### src/rtl/plex_pkg.sv
// types, codes and character classes for the punctuation lexer
// no dependencies; used by the core, queue, top and checker through scoped names
package plex_pkg;

  // token kinds on the output
  localparam logic [4:0] KIND_ID     = 5'd0;
  localparam logic [4:0] KIND_INT    = 5'd1;
  localparam logic [4:0] KIND_EQUALS = 5'd2;
  localparam logic [4:0] KIND_ARROW  = 5'd3;
  localparam logic [4:0] KIND_LPAREN = 5'd4;
  localparam logic [4:0] KIND_RPAREN = 5'd5;
  localparam logic [4:0] KIND_LBRACK = 5'd6;
  localparam logic [4:0] KIND_RBRACK = 5'd7;
  localparam logic [4:0] KIND_COLON  = 5'd8;
  localparam logic [4:0] KIND_COMMA  = 5'd9;
  localparam logic [4:0] KIND_LT     = 5'd10;
  localparam logic [4:0] KIND_GT     = 5'd11;
  localparam logic [4:0] KIND_SEMI   = 5'd12;
  localparam logic [4:0] KIND_LBRACE = 5'd13;
  localparam logic [4:0] KIND_RBRACE = 5'd14;
  localparam logic [4:0] KIND_EOF    = 5'd15;
  localparam logic [4:0] KIND_ERROR  = 5'd16;

  // characters with special handling
  localparam logic [7:0] CHAR_NUL = 8'h00;
  localparam logic [7:0] CHAR_TAB = 8'h09;
  localparam logic [7:0] CHAR_LF  = 8'h0A;
  localparam logic [7:0] CHAR_CR  = 8'h0D;
  localparam logic [7:0] CHAR_SP  = 8'h20;
  localparam logic [7:0] CHAR_EQ  = 8'h3D;
  localparam logic [7:0] CHAR_GT  = 8'h3E;

  // result queue depth, room for two bursts of two tokens
  localparam int unsigned QDepth = 4;

  // kind of the held piece
  typedef enum logic [1:0] {
    HELD_ID  = 2'd0,
    HELD_INT = 2'd1,
    HELD_EQ  = 2'd2
  } held_kind_e;

  // one result item
  typedef struct packed {
    logic [4:0] kind;
    logic [7:0] ch;
    logic       opens;
    logic       closes;
    logic       last;
  } token_t;

  // results of one input byte
  typedef struct packed {
    logic [1:0] cnt;
    token_t     first;
    token_t     second;
  } step_out_t;

  function automatic logic is_letter(input logic [7:0] c);
    return (c >= 8'h41 && c <= 8'h5A) || (c >= 8'h61 && c <= 8'h7A);
  endfunction

  function automatic logic is_digit(input logic [7:0] c);
    return c >= 8'h30 && c <= 8'h39;
  endfunction

  // punctuator kind, KIND_ERROR when the byte is not a punctuator
  function automatic logic [4:0] punct_kind(input logic [7:0] c);
    logic [4:0] k;
    case (c)
      8'h28:   k = KIND_LPAREN;  // (
      8'h29:   k = KIND_RPAREN;  // )
      8'h5B:   k = KIND_LBRACK;  // [
      8'h5D:   k = KIND_RBRACK;  // ]
      8'h3A:   k = KIND_COLON;   // :
      8'h2C:   k = KIND_COMMA;   // ,
      8'h3C:   k = KIND_LT;      // <
      8'h3E:   k = KIND_GT;      // >
      8'h3B:   k = KIND_SEMI;    // ;
      8'h7B:   k = KIND_LBRACE;  // {
      8'h7D:   k = KIND_RBRACE;  // }
      default: k = KIND_ERROR;
    endcase
    return k;
  endfunction

endpackage

### src/rtl/plex_if.sv
// valid/ready channel interfaces for source bytes and tokens
// depends on nothing
interface plex_char_if;
  logic       valid;
  logic       ready;
  logic [7:0] char_in;

  modport source (output valid, output char_in, input ready);
  modport sink (input valid, input char_in, output ready);
endinterface

interface plex_token_if;
  logic       valid;
  logic       ready;
  logic [4:0] token_kind;
  logic [7:0] token_char;
  logic       opens;
  logic       closes;
  logic       last_of_run;

  modport source (output valid, output token_kind, output token_char, output opens,
                  output closes, output last_of_run, input ready);
  modport sink (input valid, input token_kind, input token_char, input opens,
                input closes, input last_of_run, output ready);
endinterface

### src/rtl/plex_core.sv
// lexer step: holding slot, stop flag and per-byte classification
// depends on plex_pkg
module plex_core (
  input  logic                clk_i,
  input  logic                rst_ni,
  input  logic                step_i,
  input  logic [7:0]          char_i,
  output plex_pkg::step_out_t res_o
);

  logic                 held_valid_q, held_valid_d;
  plex_pkg::held_kind_e held_kind_q, held_kind_d;
  logic [7:0]           held_char_q, held_char_d;
  logic                 held_opens_q, held_opens_d;
  logic                 stopped_q, stopped_d;

  logic                 done;
  logic                 cont;
  logic                 tok_v;
  logic [4:0]           pk;
  plex_pkg::token_t     tok;
  plex_pkg::step_out_t  res;

  // classify the byte after any held token has been dealt with
  always_comb begin
    pk    = plex_pkg::punct_kind(char_i);
    tok_v = 1'b0;
    tok   = '0;
    tok.ch     = char_i;
    tok.opens  = 1'b1;
    tok.closes = 1'b1;
    if (char_i == plex_pkg::CHAR_NUL) begin
      tok_v    = 1'b1;
      tok.kind = plex_pkg::KIND_EOF;
    end else if (char_i == plex_pkg::CHAR_CR || char_i == plex_pkg::CHAR_LF ||
                 char_i == plex_pkg::CHAR_SP || char_i == plex_pkg::CHAR_TAB) begin
      tok_v = 1'b0;
    end else if (plex_pkg::is_letter(char_i) || plex_pkg::is_digit(char_i) ||
                 char_i == plex_pkg::CHAR_EQ) begin
      tok_v = 1'b0;
    end else begin
      tok_v    = 1'b1;
      tok.kind = pk;
    end
  end

  // flush of the held token, then the new byte
  always_comb begin
    held_valid_d = held_valid_q;
    held_kind_d  = held_kind_q;
    held_char_d  = held_char_q;
    held_opens_d = held_opens_q;
    stopped_d    = stopped_q;
    res          = '0;
    done         = 1'b0;
    cont         = 1'b0;
    if (!stopped_q) begin
      if (held_valid_q) begin
        if (held_kind_q == plex_pkg::HELD_EQ) begin
          held_valid_d     = 1'b0;
          res.cnt          = 2'd1;
          res.first.opens  = 1'b1;
          res.first.closes = 1'b1;
          if (char_i == plex_pkg::CHAR_GT) begin
            res.first.kind = plex_pkg::KIND_ARROW;
            res.first.ch   = plex_pkg::CHAR_GT;
            done           = 1'b1;
          end else begin
            res.first.kind = plex_pkg::KIND_EQUALS;
            res.first.ch   = plex_pkg::CHAR_EQ;
          end
        end else begin
          cont = (held_kind_q == plex_pkg::HELD_ID) ? plex_pkg::is_letter(char_i)
                                                    : plex_pkg::is_digit(char_i);
          res.cnt          = 2'd1;
          res.first.kind   = {3'b000, held_kind_q};
          res.first.ch     = held_char_q;
          res.first.opens  = held_opens_q;
          res.first.closes = !cont;
          if (cont) begin
            held_char_d  = char_i;
            held_opens_d = 1'b0;
            done         = 1'b1;
          end else begin
            held_valid_d = 1'b0;
          end
        end
      end
      if (!done) begin
        if (plex_pkg::is_letter(char_i) || plex_pkg::is_digit(char_i)) begin
          held_valid_d = 1'b1;
          held_kind_d  = plex_pkg::is_letter(char_i) ? plex_pkg::HELD_ID
                                                     : plex_pkg::HELD_INT;
          held_char_d  = char_i;
          held_opens_d = 1'b1;
        end else if (char_i == plex_pkg::CHAR_EQ) begin
          held_valid_d = 1'b1;
          held_kind_d  = plex_pkg::HELD_EQ;
          held_char_d  = plex_pkg::CHAR_EQ;
          held_opens_d = 1'b1;
        end
        if (tok_v) begin
          if (res.cnt == 2'd0) begin
            res.first = tok;
          end else begin
            res.second = tok;
          end
          res.cnt = res.cnt + 2'd1;
          if (tok.kind == plex_pkg::KIND_ERROR) begin
            stopped_d = 1'b1;
          end
        end
      end
    end
    // mark the final result of this byte
    if (res.cnt == 2'd1) begin
      res.first.last = 1'b1;
    end
    if (res.cnt == 2'd2) begin
      res.second.last = 1'b1;
    end
  end

  assign res_o = res;

  // lexer state advances on each processed byte
  always_ff @(posedge clk_i or negedge rst_ni) begin
    if (!rst_ni) begin
      held_valid_q <= 1'b0;
      held_kind_q  <= plex_pkg::HELD_ID;
      held_char_q  <= 8'h00;
      held_opens_q <= 1'b0;
      stopped_q    <= 1'b0;
    end else if (step_i) begin
      held_valid_q <= held_valid_d;
      held_kind_q  <= held_kind_d;
      held_char_q  <= held_char_d;
      held_opens_q <= held_opens_d;
      stopped_q    <= stopped_d;
    end
  end

endmodule

### src/rtl/plex_fifo.sv
// result queue taking up to two tokens per cycle and giving one
// depends on plex_pkg
module plex_fifo (
  input  logic             clk_i,
  input  logic             rst_ni,
  input  logic [1:0]       push_cnt_i,
  input  plex_pkg::token_t push0_i,
  input  plex_pkg::token_t push1_i,
  output logic             room_o,
  output logic             pop_valid_o,
  output plex_pkg::token_t pop_data_o,
  input  logic             pop_i
);

  localparam int unsigned PtrW = $clog2(plex_pkg::QDepth);
  localparam int unsigned CntW = $clog2(plex_pkg::QDepth + 1);

  plex_pkg::token_t mem_q [plex_pkg::QDepth];
  logic [PtrW-1:0]  wr_ptr_q, rd_ptr_q;
  logic [CntW-1:0]  count_q;
  logic [PtrW-1:0]  wr_ptr1;
  logic             pop;

  assign wr_ptr1     = wr_ptr_q + PtrW'(1);
  assign pop         = pop_i && pop_valid_o;
  assign pop_valid_o = count_q != '0;
  assign pop_data_o  = mem_q[rd_ptr_q];
  // room for a full burst of two
  assign room_o      = count_q <= CntW'(plex_pkg::QDepth - 2);

  // storage writes
  always_ff @(posedge clk_i) begin
    if (push_cnt_i != 2'd0) begin
      mem_q[wr_ptr_q] <= push0_i;
    end
    if (push_cnt_i == 2'd2) begin
      mem_q[wr_ptr1] <= push1_i;
    end
  end

  // pointers and fill count
  always_ff @(posedge clk_i or negedge rst_ni) begin
    if (!rst_ni) begin
      wr_ptr_q <= '0;
      rd_ptr_q <= '0;
      count_q  <= '0;
    end else begin
      wr_ptr_q <= wr_ptr_q + PtrW'(push_cnt_i);
      if (pop) begin
        rd_ptr_q <= rd_ptr_q + PtrW'(1);
      end
      count_q <= count_q + CntW'(push_cnt_i) - CntW'(pop);
    end
  end

endmodule

### src/rtl/punctuation_lexer_top.sv
// Punctuation lexer: takes one source byte per transfer and returns tokens, letters
// and digits streamed one piece per character with opens/closes flags. A byte
// lands in an input register, is classified from it against the one-byte holding
// slot, and its zero to two tokens enter a four-entry result queue that drives the
// output. One byte is taken every cycle while the queue has room for two tokens, so
// the sustained rate is one byte per cycle while no byte yields two tokens and the
// sink takes one token per cycle; a byte that yields two tokens (flush plus new
// token) writes both into the queue at once. After an unknown byte the error token
// is the last output until reset.
// depends on plex_pkg, plex_if, plex_core, plex_fifo
module punctuation_lexer_top (
  input  logic clk_i,
  input  logic rst_ni,
  plex_char_if.sink     char_i,
  plex_token_if.source  token_o
);

  logic                s1_valid_q;
  logic [7:0]          s1_char_q;
  logic                room;
  logic                step;
  plex_pkg::step_out_t res;
  plex_pkg::token_t    head;

  assign step         = s1_valid_q && room;
  assign char_i.ready = !s1_valid_q || room;

  // input register
  always_ff @(posedge clk_i or negedge rst_ni) begin
    if (!rst_ni) begin
      s1_valid_q <= 1'b0;
    end else if (char_i.ready) begin
      s1_valid_q <= char_i.valid;
    end
  end

  always_ff @(posedge clk_i) begin
    if (char_i.ready && char_i.valid) begin
      s1_char_q <= char_i.char_in;
    end
  end

  plex_core u_core (
    .clk_i  (clk_i),
    .rst_ni (rst_ni),
    .step_i (step),
    .char_i (s1_char_q),
    .res_o  (res)
  );

  plex_fifo u_fifo (
    .clk_i       (clk_i),
    .rst_ni      (rst_ni),
    .push_cnt_i  (step ? res.cnt : 2'd0),
    .push0_i     (res.first),
    .push1_i     (res.second),
    .room_o      (room),
    .pop_valid_o (token_o.valid),
    .pop_data_o  (head),
    .pop_i       (token_o.ready)
  );

  // output payload from the queue head
  assign token_o.token_kind  = head.kind;
  assign token_o.token_char  = head.ch;
  assign token_o.opens       = head.opens;
  assign token_o.closes      = head.closes;
  assign token_o.last_of_run = head.last;

endmodule

### src/flat_wrapper.sv
// flat-port wrapper written by rule: the top's interface ports become plain ports
module punctuation_lexer_top_flat 
  (clk_i, rst_ni, char_i_valid, char_i_char_in, char_i_ready, token_o_valid, token_o_token_kind, token_o_token_char, token_o_opens, token_o_closes, token_o_last_of_run, token_o_ready);
  plex_char_if char_i_i ();
  plex_token_if token_o_i ();
  input  logic clk_i;
  input  logic rst_ni;
  input wire logic [$bits(char_i_i.valid)-1:0] char_i_valid;
  input wire logic [$bits(char_i_i.char_in)-1:0] char_i_char_in;
  output wire logic [$bits(char_i_i.ready)-1:0] char_i_ready;
  output wire logic [$bits(token_o_i.valid)-1:0] token_o_valid;
  output wire logic [$bits(token_o_i.token_kind)-1:0] token_o_token_kind;
  output wire logic [$bits(token_o_i.token_char)-1:0] token_o_token_char;
  output wire logic [$bits(token_o_i.opens)-1:0] token_o_opens;
  output wire logic [$bits(token_o_i.closes)-1:0] token_o_closes;
  output wire logic [$bits(token_o_i.last_of_run)-1:0] token_o_last_of_run;
  input wire logic [$bits(token_o_i.ready)-1:0] token_o_ready;
  assign char_i_i.valid = char_i_valid;
  assign char_i_i.char_in = char_i_char_in;
  assign char_i_ready = char_i_i.ready;
  assign token_o_valid = token_o_i.valid;
  assign token_o_token_kind = token_o_i.token_kind;
  assign token_o_token_char = token_o_i.token_char;
  assign token_o_opens = token_o_i.opens;
  assign token_o_closes = token_o_i.closes;
  assign token_o_last_of_run = token_o_i.last_of_run;
  assign token_o_i.ready = token_o_ready;
  punctuation_lexer_top u_core (.clk_i(clk_i), .rst_ni(rst_ni), .char_i(char_i_i), .token_o(token_o_i));
endmodule
### config.mk
export PLATFORM = sky130hd
export DESIGN_NAME = punctuation_lexer_top_flat
export DESIGN_NICKNAME = d
export VERILOG_FILES = /design/src/rtl/plex_pkg.sv /design/src/rtl/plex_if.sv /design/src/rtl/plex_core.sv /design/src/rtl/plex_fifo.sv /design/src/rtl/punctuation_lexer_top.sv /design/src/flat_wrapper.sv
export SDC_FILE = /design/constraint.sdc
export NUM_CORES = 1
export LEC_CHECK = 0
export ABC_AREA = 1
export BUFFER_PORTS_ARGS = -buffer_cell sky130_fd_sc_hd__buf_4
export CAP_MARGIN = 20
export CORE_MARGIN = 3
export CORE_UTILIZATION = 50
export CTS_BUF_LIST = sky130_fd_sc_hd__clkbuf_4
export CTS_CLUSTER_SIZE = 8
export DETAILED_ROUTE_END_ITERATION = 12
export PLACE_DENSITY = 0.67
export SETUP_SLACK_MARGIN = 0.2
export SLEW_MARGIN = 25
export SYNTH_ARGS = -nofsm -noshare
export SYNTH_HDL_FRONTEND = slang
export SYNTH_SLANG_ARGS = --single-unit
### constraint.sdc
create_clock -name clk_i -period 8.31 [get_ports clk_i]
set_input_delay 0.4155 -clock clk_i [delete_from_list [all_inputs] [get_ports clk_i]]
set_output_delay 0.4155 -clock clk_i [all_outputs]
set_load 0.01 [all_outputs]
==> flow_summary.rst <==
.. list-table::
   :header-rows: 1

   * - Metric
     - Value
   * - Number of standard-cell rows in the floorplan
     - 37
   * - Number of iterations in the first detailed-routing pass
     - 5
   * - Worst path arrival time
     - around 3700 ps
   * - H-tree depth reported by CTS
     - 3
   * - Die span in x
     - roughly 110 µm
   * - Wire length of the first global-routing pass
     - between 20000 and 25000 µm
   * - Wirelength, routed
     - around 14000 µm
   * - Quantity of gates resized following cts
     - 0
   * - Skew-Pair Late Insertion Delay
     - 470 ps
   * - Reg-to-reg endpoint
     - u_core.u_fifo.mem_q[1][14]
   * - Total number of vias
     - 4560
   * - Weighted congestion at the end of routability-driven global placement
     - slightly below 0.9
   * - Most used DFF post-synth
     - sky130_fd_sc_hd__edfxtp_1
   * - Relative max-transition margin
     - 0.385
   * - Number of placed I/O pins
     - 30
   * - Result of the run
     - complete, no violations
   * - Crit path cell chain
     - nor2_2, nand3_1, nand3_1, nand3_2, nor2_4, ha_1, clkinv_1, nand3_4, nand2_1
   * - Antenna viol nets, final
     - 0
   * - Floorplan core area
     - approximately 10000 µm²
   * - Most frequent cells after synthesis
     - sky130_fd_sc_hd__nand2_1, sky130_fd_sc_hd__nor2_1, sky130_fd_sc_hd__edfxtp_1
   * - Most Frequent Cell on Critical Path
     - sky130_fd_sc_hd__nand3_1
   * - TritonCTS clock tree
     - built
   * - Peak fanout along the critical path
     - 22
   * - Maximum vdd drop
     - ~170 µV
   * - Clock transition at the register clock pins on the worst setup and hold paths after CTS
     - 160 ps
   * - Most common cell in the netlist
     - sky130_fd_sc_hd__nand2_1
   * - Pwr Density
     - 262 nW/µm²
   * - Post-detail-place hpwl
     - roughly 9500 µm
   * - Routed wirelength normalized by instance count
     - approximately 17 µm
   * - Count of cells along the worst register-to-register path
     - 9
   * - Worst Hold Launch
     - char_i_char_in[4]
   * - Slowest cell on the critical path
     - sky130_fd_sc_hd__nand2_1
   * - Worst path top cell family by delay
     - simple AND/OR/NAND/NOR gates
   * - Final-report max-slew violation count
     - 0
   * - Portion of the post-synthesis area used by sequential elements
     - 0.494
   * - Die Y
     - approximately 110 µm
   * - Via count of the first global-routing pass
     - around 4300
   * - Setup repair after global routing missed its margin
     - no
   * - Start point of the critical path
     - u_core.s1_char_q[1]
   * - Highest attainable clock frequency
     - 0.279 GHz
   * - Post-synth design cell area
     - about 5400 µm²
   * - P&R area growth vs syn
     - 7.13%
   * - Delay contributed by the slowest stage of the critical path
     - approximately 750 ps
   * - Hold Path Class
     - in2reg
   * - Critical path class
     - reg2reg
   * - Type of element capturing the critical path
     - flip-flop
   * - Period utilization
     - 0.431
   * - Leakage component of the power
     - roughly 2.6 nW
   * - Clock Sinks
     - between 90 and 100
   * - Share of layout cells above drive strength 1
     - 0.110
   * - Antenna violations before repair
     - 0
   * - Filler instances
     - approximately 1000
   * - Via-to-Cell Ratio
     - 5.57
   * - Number of input and output port buffers inserted
     - 29
   * - Detailed router's first-iteration violation count
     - 361
   * - Synthesized flop and latch total
     - between 90 and 100
   * - Effective utilization at floorplan
     - 0.520
   * - Instance count on the critical path
     - 9
   * - Full die area
     - approximately 12000 µm²
   * - Aggregate global-route resource usage
     - 0.239
   * - Largest net degree at the start of global routing
     - 53
   * - Worst Hold Path Cells
     - 1
   * - Final worst path period need
     - 3580 ps
   * - Worst flop-to-flop path startpoint
     - u_core.s1_char_q[1]
   * - Total global routing overflow
     - 0
   * - Worst Hold Endpoint
     - u_core.s1_char_q[4]
   * - Synth Net Count
     - 682
   * - Average instance area after synthesis
     - 8.19 µm²
   * - Required time at the worst-slack endpoint
     - 8420 ps
   * - DRC violations left
     - 0
   * - Startpoint class of the critical path
     - flip-flop
   * - Antenna Cells
     - 0
   * - Number of flops mapped to enable cells by yosys
     - 72
   * - Maximum buffer depth of the clock tree
     - 2
   * - Yosys warns
     - 0
   * - Setup slack of the most critical reg-to-reg path
     - between 4000 and 5000 ps
   * - Clock root buffer
     - sky130_fd_sc_hd__clkbuf_4
   * - Post-synthesis cell count
     - 664
   * - Yosys top cell by area
     - sky130_fd_sc_hd__edfxtp_1
   * - Final net count
     - approximately 700
   * - CTS buffer count
     - 9
   * - Area fraction of the dominant cell type after synthesis
     - 0.398
   * - Leading post-synthesis cells by cell area
     - sky130_fd_sc_hd__edfxtp_1, sky130_fd_sc_hd__nand2_1, sky130_fd_sc_hd__dfrtp_1
   * - Final sum of negative setup slack
     - 0 ps
   * - Core utilization of the finished layout
     - 0.557
   * - Async set-reset flop share out of synthesis
     - 0.226
   * - Count of buffering cells on the critical path with inverters included
     - 1
   * - Number of unique standard cell types used by synthesis
     - 32
   * - Count of final hold-check violations
     - 0
   * - Number of violations of the max-capacitance limit
     - 0
   * - Worst-margin pin slew
     - roughly 900 ps
   * - Final number of setup-violating endpoints
     - 0
   * - Clock Skew
     - 13.3 ps
==> through the flow <==
step / worst slack (ps) / cells / power [mW] / hold WS (ps) / instance area [µm²]
final: 4730 / 819 / 1.53 / 109 / 5830
after global routing: 4540 / 819 / 1.64 / 91.9 / 5830
after CTS: 4760 / 818 / 1.53 / 95.9 / 5800
after detailed placement: 4790 / 801 / 1.27 / 319 / 5640
after global placement: 4790 / 801 / 1.26 / 315 / 5640
after floorplan: 5540 / 664 / 1.05 / 120 / 5440
==> flip-flops by register name, summed over array words and instances (netlist names) <==
signal                      count
u_core.u_fifo.rd_ptr_q          2
u_core.s1_char_q                8
u_core.u_fifo.wr_ptr_q          2
u_core.u_core.held_kind_q       2
u_core.u_fifo.mem_q            64
u_core.u_core.stopped_q         1
u_core.u_core.held_opens_q      1
u_core.u_core.held_valid_q      1
u_core.u_core.held_char_q       8
u_core.u_fifo.count_q           3
u_core.s1_valid_q               1
==> cells by family (layout without fill, tap and decap cells) <==
kind of cell	after synthesis	in the layout	share of synthesized area
compound gates	88	88	0.0874
buf+inv	86	105	0.0771
fa+ha+maj	6	6	0.0152
xor+xnor	5	5	0.00805
simple gates	386	386	0.318
flops	93	93	0.494
==> power breakdown <==
part,total [mW],internal [mW],switching [mW]
Clock,0.269,0.0970,0.172
Combinational,0.635,0.228,0.407
Sequential,0.622,0.550,0.0725
==> timing repair <==
action	4_1_cts	5_1_grt
hold buffers	1	0
endpoints found under the hold margin	21	0
buffers inserted	0	0
==> placed cells by master, fill, tap and decap left out, drive strengths merged <==
cell type and n:
o22ai 26, ha 5, nand2 197, xor2 2, clkinv 3, inv 57
edfxtp 72, dlygate4sd3 1, nor3 7, clkinvlp 1, nand4 4, clkbuf 9
buf 33, a21oi 5, a211oi 1, dfrtp 21, nor2 103, bufinv 1
and3 1, fa 1, o21ai 56, nand3 74, xnor2 3
==> worst max path at each step <==
stage,to,slack (ps)
finish,u_core.u_fifo.mem_q[1][14],4730
CTS,u_core.u_fifo.mem_q[1][14],4760
detailed placement,u_core.u_fifo.mem_q[1][9],4790
floorplan,u_core.u_fifo.mem_q[0][0],5540
global placement,u_core.u_fifo.mem_q[1][7],4790
global route,u_core.u_fifo.mem_q[1][14],4540
==> worst reg2reg max path, stage by stage, from the launching register on <==
cell,delay [ps]
sky130_fd_sc_hd__edfxtp_1,600
sky130_fd_sc_hd__nor2_2,190
sky130_fd_sc_hd__nand3_1,100
sky130_fd_sc_hd__nand3_1,180
sky130_fd_sc_hd__nand3_2,160
sky130_fd_sc_hd__nor2_4,370
sky130_fd_sc_hd__ha_1,370
sky130_fd_sc_hd__clkinv_1,220
sky130_fd_sc_hd__nand3_4,280
sky130_fd_sc_hd__nand2_1,760
==> layer usage <==
| layer | part of all wire | global-route usage | up-vias |
|---|---|---|---|
| li1 | - | - | 2233 |
| met1 | 0.44 | 0.322 | 2107 |
| met2 | 0.48 | 0.386 | 197 |
| met3 | 0.063 | 0.0396 | 23 |
| met4 | 0.020 | 0.0967 | 0 |
| met5 | 0 | 0 | - |
==> layout make-up <==
type	count	area (µm²)	area share
Clock inverter	7	82.6	0.0142
Multi-Input combinational cell	485	2330	0.401
Clock buffer	9	67.6	0.0116
Inverter	55	206	0.0354
Timing Repair Buffer	34	278	0.0477
Sequential cell	93	2690	0.461
Tap cell	136	170	0.0292
Note: power is estimated with default switching activity, not from simulation.
